--- config.mk ---
export PLATFORM = sky130hd
export DESIGN_NAME = wbe_entropy
export DESIGN_NICKNAME = d
export VERILOG_FILES = /design/src/rtl/wbe_pkg.sv /design/src/rtl/wbe_entropy.sv
export VERILOG_INCLUDE_DIRS = /design/src /design/src/rtl
export SDC_FILE = /design/constraint.sdc
export NUM_CORES = 2
export LEC_CHECK = 0
export BUFFER_PORTS_ARGS = -buffer_cell sky130_fd_sc_hd__buf_4
export CORE_ASPECT_RATIO = 0.7
export CORE_MARGIN = 2
export CORE_UTILIZATION = 60
export CTS_CLUSTER_DIAMETER = 150
export DETAILED_ROUTE_END_ITERATION = 6
export PLACE_DENSITY = 0.73
export SETUP_SLACK_MARGIN = 0.15
export SYNTH_ARGS = -nofsm -noshare
export SYNTH_HDL_FRONTEND = slang
export SYNTH_SLANG_ARGS = --single-unit
export TNS_END_PERCENT = 30
--- constraint.sdc ---
create_clock -name clk -period 33.6 [get_ports clk]
set_input_delay 1.68 -clock clk [delete_from_list [all_inputs] [get_ports clk]]
set_output_delay 1.68 -clock clk [all_outputs]
set_load 0.01 [all_outputs]
--- src/rtl/assert_macros.svh ---
// Assertion helpers shared by the RTL.
`ifndef ASSERT_MACROS_SVH
`define ASSERT_MACROS_SVH

// Implication checked at every rising edge outside reset.
`define WBE_ASSERT_IMP(lbl, clk, rst_n, ante, cons) \
  lbl: assert property (@(posedge clk) disable iff (!rst_n) (ante) |-> (cons)) \
    else $error("implication failed");

// Condition that must hold at every rising edge outside reset.
`define WBE_ASSERT_ALWAYS(lbl, clk, rst_n, cond) \
  lbl: assert property (@(posedge clk) disable iff (!rst_n) (cond)) \
    else $error("invariant failed");

`endif

--- src/rtl/wbe_pkg.sv ---
`default_nettype none
package wbe_pkg;

  localparam int MAX_WINDOW_DEF = 256;

  localparam int WL_W   = 9;
  localparam int EDGE_W = 16;
  localparam int DIFF_W = 32;
  localparam int SUM_W  = 40;
  localparam int ESUM_W = 42;
  localparam int ENT_W  = 14;
  localparam int MK_W   = 16;

  localparam logic [WL_W-1:0]   WL_RESET       = 9'd64;
  localparam logic [WL_W-1:0]   WL_MIN         = 9'd8;
  localparam logic [EDGE_W-1:0] EDGE_LOW_RESET = 16'd64;
  localparam logic [EDGE_W-1:0] EDGE_MID_RESET = 16'd128;
  localparam logic [EDGE_W-1:0] EDGE_HI_RESET  = 16'd256;

  localparam logic [SUM_W-1:0] SUM_MAX = {SUM_W{1'b1}};
  localparam logic [ENT_W-1:0] ENT_CAP = 14'd8192;
  localparam logic [MK_W-1:0]  MK_CAP  = 16'd40960;

  localparam logic [1:0] REG_WINDOW   = 2'd0;
  localparam logic [1:0] REG_EDGE_LOW = 2'd1;
  localparam logic [1:0] REG_EDGE_MID = 2'd2;
  localparam logic [1:0] REG_EDGE_HI  = 2'd3;

  typedef logic [SUM_W-1:0] sum_t;
  typedef sum_t [3:0] sums_t;

  function automatic logic [1:0] pick_band(input logic [DIFF_W-1:0] a,
                                           input logic [EDGE_W-1:0] lo,
                                           input logic [EDGE_W-1:0] mid,
                                           input logic [EDGE_W-1:0] hi);
    logic [1:0] b;
    if (a < {16'd0, lo}) b = 2'd0;
    else if (a < {16'd0, mid}) b = 2'd1;
    else if (a < {16'd0, hi}) b = 2'd2;
    else b = 2'd3;
    return b;
  endfunction

endpackage
`default_nettype wire

--- src/rtl/wbe_entropy.sv ---
`default_nettype none
module wbe_entropy (
  input  wire logic               clk,
  input  wire logic               rst_n,
  input  wire logic               start,
  input  wire wbe_pkg::sums_t     sums,
  output logic                    done,
  output logic [wbe_pkg::ENT_W-1:0] ent
);
  import wbe_pkg::*;
  `include "assert_macros.svh"

  typedef enum logic [9:0] {
    U_IDLE  = 10'b0000000001,
    U_NORM  = 10'b0000000010,
    U_DLOAD = 10'b0000000100,
    U_DIV   = 10'b0000001000,
    U_LNORM = 10'b0000010000,
    U_SQM   = 10'b0000100000,
    U_SQU   = 10'b0001000000,
    U_TERM  = 10'b0010000000,
    U_ACC   = 10'b0100000000,
    U_DONE  = 10'b1000000000
  } ustate_t;

  ustate_t          st_r;
  sums_t            s_r;
  logic [ESUM_W-1:0] e_r;
  logic [1:0]       k_r;
  logic [31:0]      rem_r;
  logic [30:0]      q_r;
  logic [4:0]       it_r;
  logic [30:0]      y_r;
  logic [4:0]       cnt_r;
  logic [15:0]      frac_r;
  logic [61:0]      sq_r;
  logic [51:0]      term_r;
  logic [51:0]      acc_r;

  logic [ESUM_W-1:0] e_sum;
  logic [32:0]      trial;
  logic             bit_in;
  logic [30:0]      q_nxt;
  logic [31:0]      sq_t;
  logic [20:0]      neglog;
  logic [52:0]      h_full;
  logic [18:0]      h_raw;

  assign e_sum = ESUM_W'(sums[0]) + ESUM_W'(sums[1]) + ESUM_W'(sums[2])
               + ESUM_W'(sums[3]);
  assign bit_in = (it_r == 5'd0) ? s_r[k_r][0] : 1'b0;
  assign trial  = {rem_r, bit_in};
  assign q_nxt  = (trial >= {1'b0, e_r[31:0]}) ? {q_r[29:0], 1'b1} : {q_r[29:0], 1'b0};
  assign sq_t   = sq_r[61:30];
  assign neglog = {cnt_r, 16'd0} - {5'd0, frac_r};
  assign h_full = {1'b0, acc_r} + 53'(64'd1 << 33);
  assign h_raw  = h_full[52:34];

  always_ff @(posedge clk) begin
    if (!rst_n) begin
      st_r <= U_IDLE;
      done <= 1'b0;
    end else begin
      done <= 1'b0;
      unique case (st_r)
        U_IDLE: begin
          if (start) begin
            s_r   <= sums;
            e_r   <= e_sum;
            acc_r <= '0;
            k_r   <= 2'd0;
            st_r  <= U_NORM;
          end
        end
        U_NORM: begin
          if (e_r == '0) begin
            st_r <= U_DONE;
          end else if (e_r[ESUM_W-1:32] != '0) begin
            e_r <= e_r >> 1;
            for (int i = 0; i < 4; i++) s_r[i] <= s_r[i] >> 1;
          end else begin
            st_r <= U_DLOAD;
          end
        end
        U_DLOAD: begin
          rem_r <= {1'b0, s_r[k_r][31:1]};
          q_r   <= '0;
          it_r  <= '0;
          st_r  <= U_DIV;
        end
        U_DIV: begin
          rem_r <= (trial >= {1'b0, e_r[31:0]}) ? 32'(trial - {1'b0, e_r[31:0]})
                                                : trial[31:0];
          q_r   <= q_nxt;
          it_r  <= it_r + 5'd1;
          if (it_r == 5'd30) begin
            y_r   <= q_nxt;
            cnt_r <= '0;
            if (q_nxt == '0) begin
              st_r <= (k_r == 2'd3) ? U_DONE : U_DLOAD;
              k_r  <= k_r + 2'd1;
            end else begin
              st_r <= U_LNORM;
            end
          end
        end
        U_LNORM: begin
          if (!y_r[30]) begin
            y_r   <= {y_r[29:0], 1'b0};
            cnt_r <= cnt_r + 5'd1;
          end else begin
            it_r   <= '0;
            frac_r <= '0;
            st_r   <= U_SQM;
          end
        end
        U_SQM: begin
          sq_r <= 62'(y_r) * 62'(y_r);
          st_r <= U_SQU;
        end
        U_SQU: begin
          frac_r <= {frac_r[14:0], sq_t[31]};
          y_r    <= sq_t[31] ? sq_t[31:1] : sq_t[30:0];
          it_r   <= it_r + 5'd1;
          st_r   <= (it_r == 5'd15) ? U_TERM : U_SQM;
        end
        U_TERM: begin
          term_r <= 52'(q_r) * 52'(neglog);
          st_r   <= U_ACC;
        end
        U_ACC: begin
          acc_r <= acc_r + term_r;
          k_r   <= k_r + 2'd1;
          st_r  <= (k_r == 2'd3) ? U_DONE : U_DLOAD;
        end
        U_DONE: begin
          ent  <= (h_raw > 19'(ENT_CAP)) ? ENT_CAP : h_raw[ENT_W-1:0];
          done <= 1'b1;
          st_r <= U_IDLE;
        end
        default: st_r <= U_IDLE;
      endcase
    end
  end

  `WBE_ASSERT_IMP(a_start_idle, clk, rst_n, start, st_r == U_IDLE)
  `WBE_ASSERT_IMP(a_done_idle, clk, rst_n, done, st_r == U_IDLE)
  `WBE_ASSERT_ALWAYS(a_ent_cap, clk, rst_n, !done || ent <= ENT_CAP)

endmodule
`default_nettype wire

# ---- After elaboration in Yosys (flattened, before gate mapping)
# Index checks and enable logic that the tools add are counted.
dict set report totals {
  register_bits 515
  input_bits 163
}
dict set report op_classes {
  addsub 10
  mul 2
  magnitude_cmp 3
  eq_ne 21
  mux 42
  reduce_logical 26
}
# operator count
set op_table {}
lappend op_table {{$mux 160} 3}
lappend op_table {{$pmux 160 s2} 1}
lappend op_table {{$mux 42} 3}
lappend op_table {{$pmux 52 s2} 1}
lappend op_table {{$mux 31} 3}
lappend op_table {{$pmux 31 s3} 1}
lappend op_table {{$pmux 10 s9} 1}
lappend op_table {{$pmux 42 s2} 1}
lappend op_table {{$bmux 40 s2} 1}
lappend op_table {{$mux 10} 7}
lappend op_table {{$mux 32} 2}
lappend op_table {{$pmux 32 s2} 1}
lappend op_table {{$mul 31x31->62} 1}
lappend op_table {{$pmux 31 s2} 1}
lappend op_table {{$add 52x34->53 const B} 1}
lappend op_table {{$add 52x52->52} 1}
lappend op_table {{$mul 31x21->52} 1}
lappend op_table {{$mux 52} 1}
lappend op_table {{$add 41x40->42} 1}
lappend op_table {{$add 42x40->42} 1}
lappend op_table {{$logic_not 42->1} 1}
lappend op_table {{$add 40x40->41} 1}
lappend op_table {{$ge 33x32->1} 1}
lappend op_table {{$pmux 16 s2} 1}
lappend op_table {{39 further kinds} 67}

# ---- Depth between registers and ports, before layout
dict set report logic_depth {
  depth_word 9
  depth_mapped 36
  ltp_nobuf 33
}

# ---- Worst setup path after synthesis
# No wires, ideal clock.
dict set report synth_path {
  path_kind {input-to-reg}
  startpoint {input rst_n}
  endpoint {register e_r[0] (enable)}
  setup_time_ps 1074
  t_arrival_ps 16503
  path_slack_ps 16024
  cell_stages 2
  cell_sequence {clkbuf_1 -> a21boi_0}
}
dict set report synth_via {
  elab_chain_cells 1
}
# element line_no
set synth_lines {}
lappend synth_lines {{start: declaration} wbe_entropy.sv:4} ;# input wire logic rst_n,
lappend synth_lines {{$reduce_and 5->1 (no source line)} --}
lappend synth_lines {{end signal: assignment} wbe_entropy.sv:69} ;# e_r <= e_sum;
lappend synth_lines {{end signal: assignment} wbe_entropy.sv:79} ;# e_r <= e_r >> 1;
lappend synth_lines {{end: declaration} wbe_entropy.sv:28} ;# logic [ESUM_W-1:0] e_r;
# No other way between the ends.
# A chain may end at the register's enable or synchronous reset.

# ---- Worst setup path in the final report
dict set report layout_path {
  startpoint {register frac_r[0]}
  endpoint {register term_r[45] (data pin)}
}
dict set report layout_via {
  elab_chain_cells 2
}
# element line_no
set layout_lines {}
lappend layout_lines {{start: declaration} wbe_entropy.sv:35} ;# logic [15:0] frac_r;
lappend layout_lines {{start signal: assignment} wbe_entropy.sv:122} ;# frac_r <= {frac_r[14:0], sq_t[31]};
lappend layout_lines {{$sub 21x16->21} wbe_entropy.sv:55} ;# assign neglog = {cnt_r, 16'd0} - {5'd0, frac_r};
lappend layout_lines {{$mul 31x21->52} wbe_entropy.sv:128} ;# term_r <= 52'(q_r) * 52'(neglog);
lappend layout_lines {{end signal: assignment} wbe_entropy.sv:128}
lappend layout_lines {{end: declaration} wbe_entropy.sv:37} ;# logic [51:0] term_r;
# No other way between the ends.

==> results_dict.tcl <==
set metrics [dict create \
    wl_per_cell_microns 19.9 \
    async_flop_share_pct 0 \
    p_sw_share_pct 30.0 \
    cts.sinks 485 \
    grt_overflow 0 \
    timing.final.ws_setup_ps 23350 \
    fp.dieW_microns 429 \
    clk_path_buf_depth 3 \
    cp-endpoint "term_r[45]" \
    cts_buffers 54 \
    path_class "reg2reg" \
    ios 178 \
    cp_common_cell "fa_1" \
    cp-end-kind "flop" \
    min_period_ps 10250 \
    ys_types 81 \
    remaining_drc_errors 4 \
    ctsResizeCount 0 \
    gp_congestion 0.920 \
    fillers 10172 \
    crit_start "frac_r[0]" \
    clk_pin_slew_ps 60 \
    ys_seq_area_share_pct 19.0 \
    drive_gt1_share_pct 5.65 \
    syn_inst 7925 \
    ctsHoldBuffers 0 \
    setup_violations 0 \
    critical_path_buf_inv_count 4 \
    reg2reg_slack_ps 23350 \
    rsz0062_at_grt "no" \
    syn-num-nets 10026 \
    syn_area_per_cell_sq_um 9.58 \
    regArea_sq_um 14500 \
    status "complete, but fails checks" \
    placementRows 109 \
    fin_nets 10015 \
    crit_slowest_cell "edfxtp_1" \
    reg2reg_depth 31 \
    max_freq_mhz 97.5 \
    r2r_end "term_r[45]" \
    synth_ff_type "edfxtp_1" \
    slew_headroom_pct 14.2 \
    fin_crit_sh_pct 30.5 \
    vias 55018 \
    groute.usage.overall_pct 30.9 \
    crit_family "adder cells" \
    totalWireLength_microns 192000 \
    area_growth_pct 6.52 \
    yosysWarnings 0 \
    maxCapViolCount 0 \
    start_kind "flop" \
    start_util_pct 60.3 \
    initialDrtViolationCount 4765 \
    synth-edff-count 474 \
    slew_violations 0 \
    dr.pass1.iters 7 \
    grt_max_degree 198 \
    viasPerCell 5.71 \
    core_sq_um 126000 \
    place_ws_ps 23510 \
    max_stage_delay_ps 850 \
    p_seq_share_pct 40.6 \
    htreeDepth 2 \
    grt_antenna_before_repair 5 \
    syn_area_sq_um 75900 \
    die_height_microns 302 \
    cp_max_fo 33 \
    ys_ff_latch 485 \
    worst_slew_pin_slew_ps 1290 \
    clock_latency_ps 690 \
    power_density_nw_per_um2 22.2 \
    tritoncts "yes" \
    ir_drop_mv 0.0429 \
    hold_path_class "reg2reg" \
    cts_root_buffer "clkbuf_16" \
    fin_worst_skew_ps 94.6 \
    crit_required_ps 33990 \
    hold_violations 0 \
    p_clk_share_pct 36.0 \
    hpwl_microns 149000 \
    setup_tns_ps 0 \
    multi_input_area_sq_um 54300 \
    grt_pass1_wl_microns 316000 \
    violations "DRC" \
    p_leak_nw 39.7 \
    post-cts-setup-buffer-count 0 \
    grt_pass1_vias 58360 \
    crit-reg2reg-launch "frac_r[0]" \
    portBuffers 177 \
    die_area_sq_um 129000 \
    p_comb_share_pct 23.4 \
    cellInternalPower_mw 1.26 \
    arrival_ps 10640 \
    ant_nets 0 \
    cp.depth 31 \
    switchingPower_uw 538 \
]
## cell type report
type                            instances  area share (%)
Multi-Input combinational cell       5494            67.2
Antenna cell                            2         0.00619
Timing Repair Buffer                  267            2.49
Clock buffer                           61            1.70
Clock inverter                         41           0.651
Tap cell                             1665            2.58
Inverter                             1612            7.48
Sequential cell                       485            17.9
## power by group through the flow
stage	Combinational, mW	Clock (mW)	Sequential (mW)
floorplan	0.299	0	0.744
global placement	0.402	0	0.739
detailed placement	0.411	0	0.740
CTS	0.414	0.654	0.728
global route	0.464	0.676	0.731
finish	0.419	0.646	0.729
## flip-flops by register name, summed over array words and instances (netlist names)
| register | flops |
|---|---|
| sq_r | 32 |
| ent | 14 |
| q_r | 31 |
| k_r | 2 |
| s_r | 160 |
| frac_r | 16 |
| acc_r | 52 |
| e_r | 42 |
| it_r | 5 |
| term_r | 52 |
| rem_r | 32 |
| y_r | 31 |
| st_r | 10 |
| cnt_r | 5 |
| done | 1 |
## logic make-up (layout without fill, tap and decap cells)
logic type / after synthesis / after routing / synth area share [%]
AND/OR/NAND/NOR: 2442 / 2442 / 14.6
buffers and inverters: 1946 / 1981 / 9.66
adder cells (fa/ha/maj): 1938 / 1938 / 45.6
AO/OA/AOI/OAI: 784 / 784 / 6.60
flip-flops: 485 / 485 / 19.0
XOR/XNOR: 238 / 238 / 2.76
multiplexers: 92 / 92 / 1.74
other: 0 / 2 / 0
## synth_stat cells, drive strengths merged, types with 48 or more instances
| library cell | instances | area share (%) |
|---|---|---|
| nor3 | 48 | 0.32 |
| and2 | 448 | 3.7 |
| ha | 559 | 9.2 |
| xnor2 | 141 | 1.6 |
| mux2i | 58 | 0.76 |
| inv | 1610 | 8.0 |
| nand4 | 49 | 0.40 |
| edfxtp | 474 | 19 |
| a21o | 114 | 1.1 |
| clkbuf | 323 | 1.6 |
| nand2 | 1334 | 6.6 |
| fa | 1379 | 36 |
| nor2 | 314 | 1.6 |
| a21oi | 225 | 1.5 |
| xor2 | 97 | 1.1 |
| nand3 | 62 | 0.41 |
| o21ai | 181 | 1.2 |
## cells in the final DEF, fill, tap and decap left out, drive strengths merged, types with 114 or more instances in the layout
cell type and n:
xnor2 141, nor2 314, edfxtp 474, a21oi 225, nand2 1334, fa 1379, inv 1612, buf 267
a21o 114, and2 448, ha 559, o21ai 181
## per-layer routing
layer,vias to the layer above,track usage (%),routed length [microns]
met5,-,0,14
met2,2353,48.4,86000
li1,24594,-,-
met3,345,5.73,18000
met4,2,6.82,4640
met1,27724,45.1,83000
## worst min-delay path: cells and delay by family (launching register included)
kind	cells	cell delay, ps
DFF	1	340
and+or+nand+nor	2	100
## per-stage QoR
step	power, mW	instances	util, %	hold slack [ps]	instance area [sq um]
final	1.79	9627	64.2	498	80900
after detailed placement	1.15	9523	62.7	499	79000
after CTS	1.80	9625	64.2	488	80900
after global routing	1.87	9625	64.2	511	80900
after global placement	1.14	9523	62.7	496	79000
after floorplan	1.04	7925	-	459	75900
## worst min-delay path by stage
stage,end,cells after the start,startpoint
after floorplan,done,2,st_r[9]
after global routing,s_r[27],2,s_r[28]
after CTS,s_r[27],2,s_r[28]
final,s_r[27],2,s_r[28]
after global placement,s_r[113],2,s_r[114]
after detailed placement,s_r[112],2,s_r[113]
No activity file was read; power rests on OpenSTA's default activity.
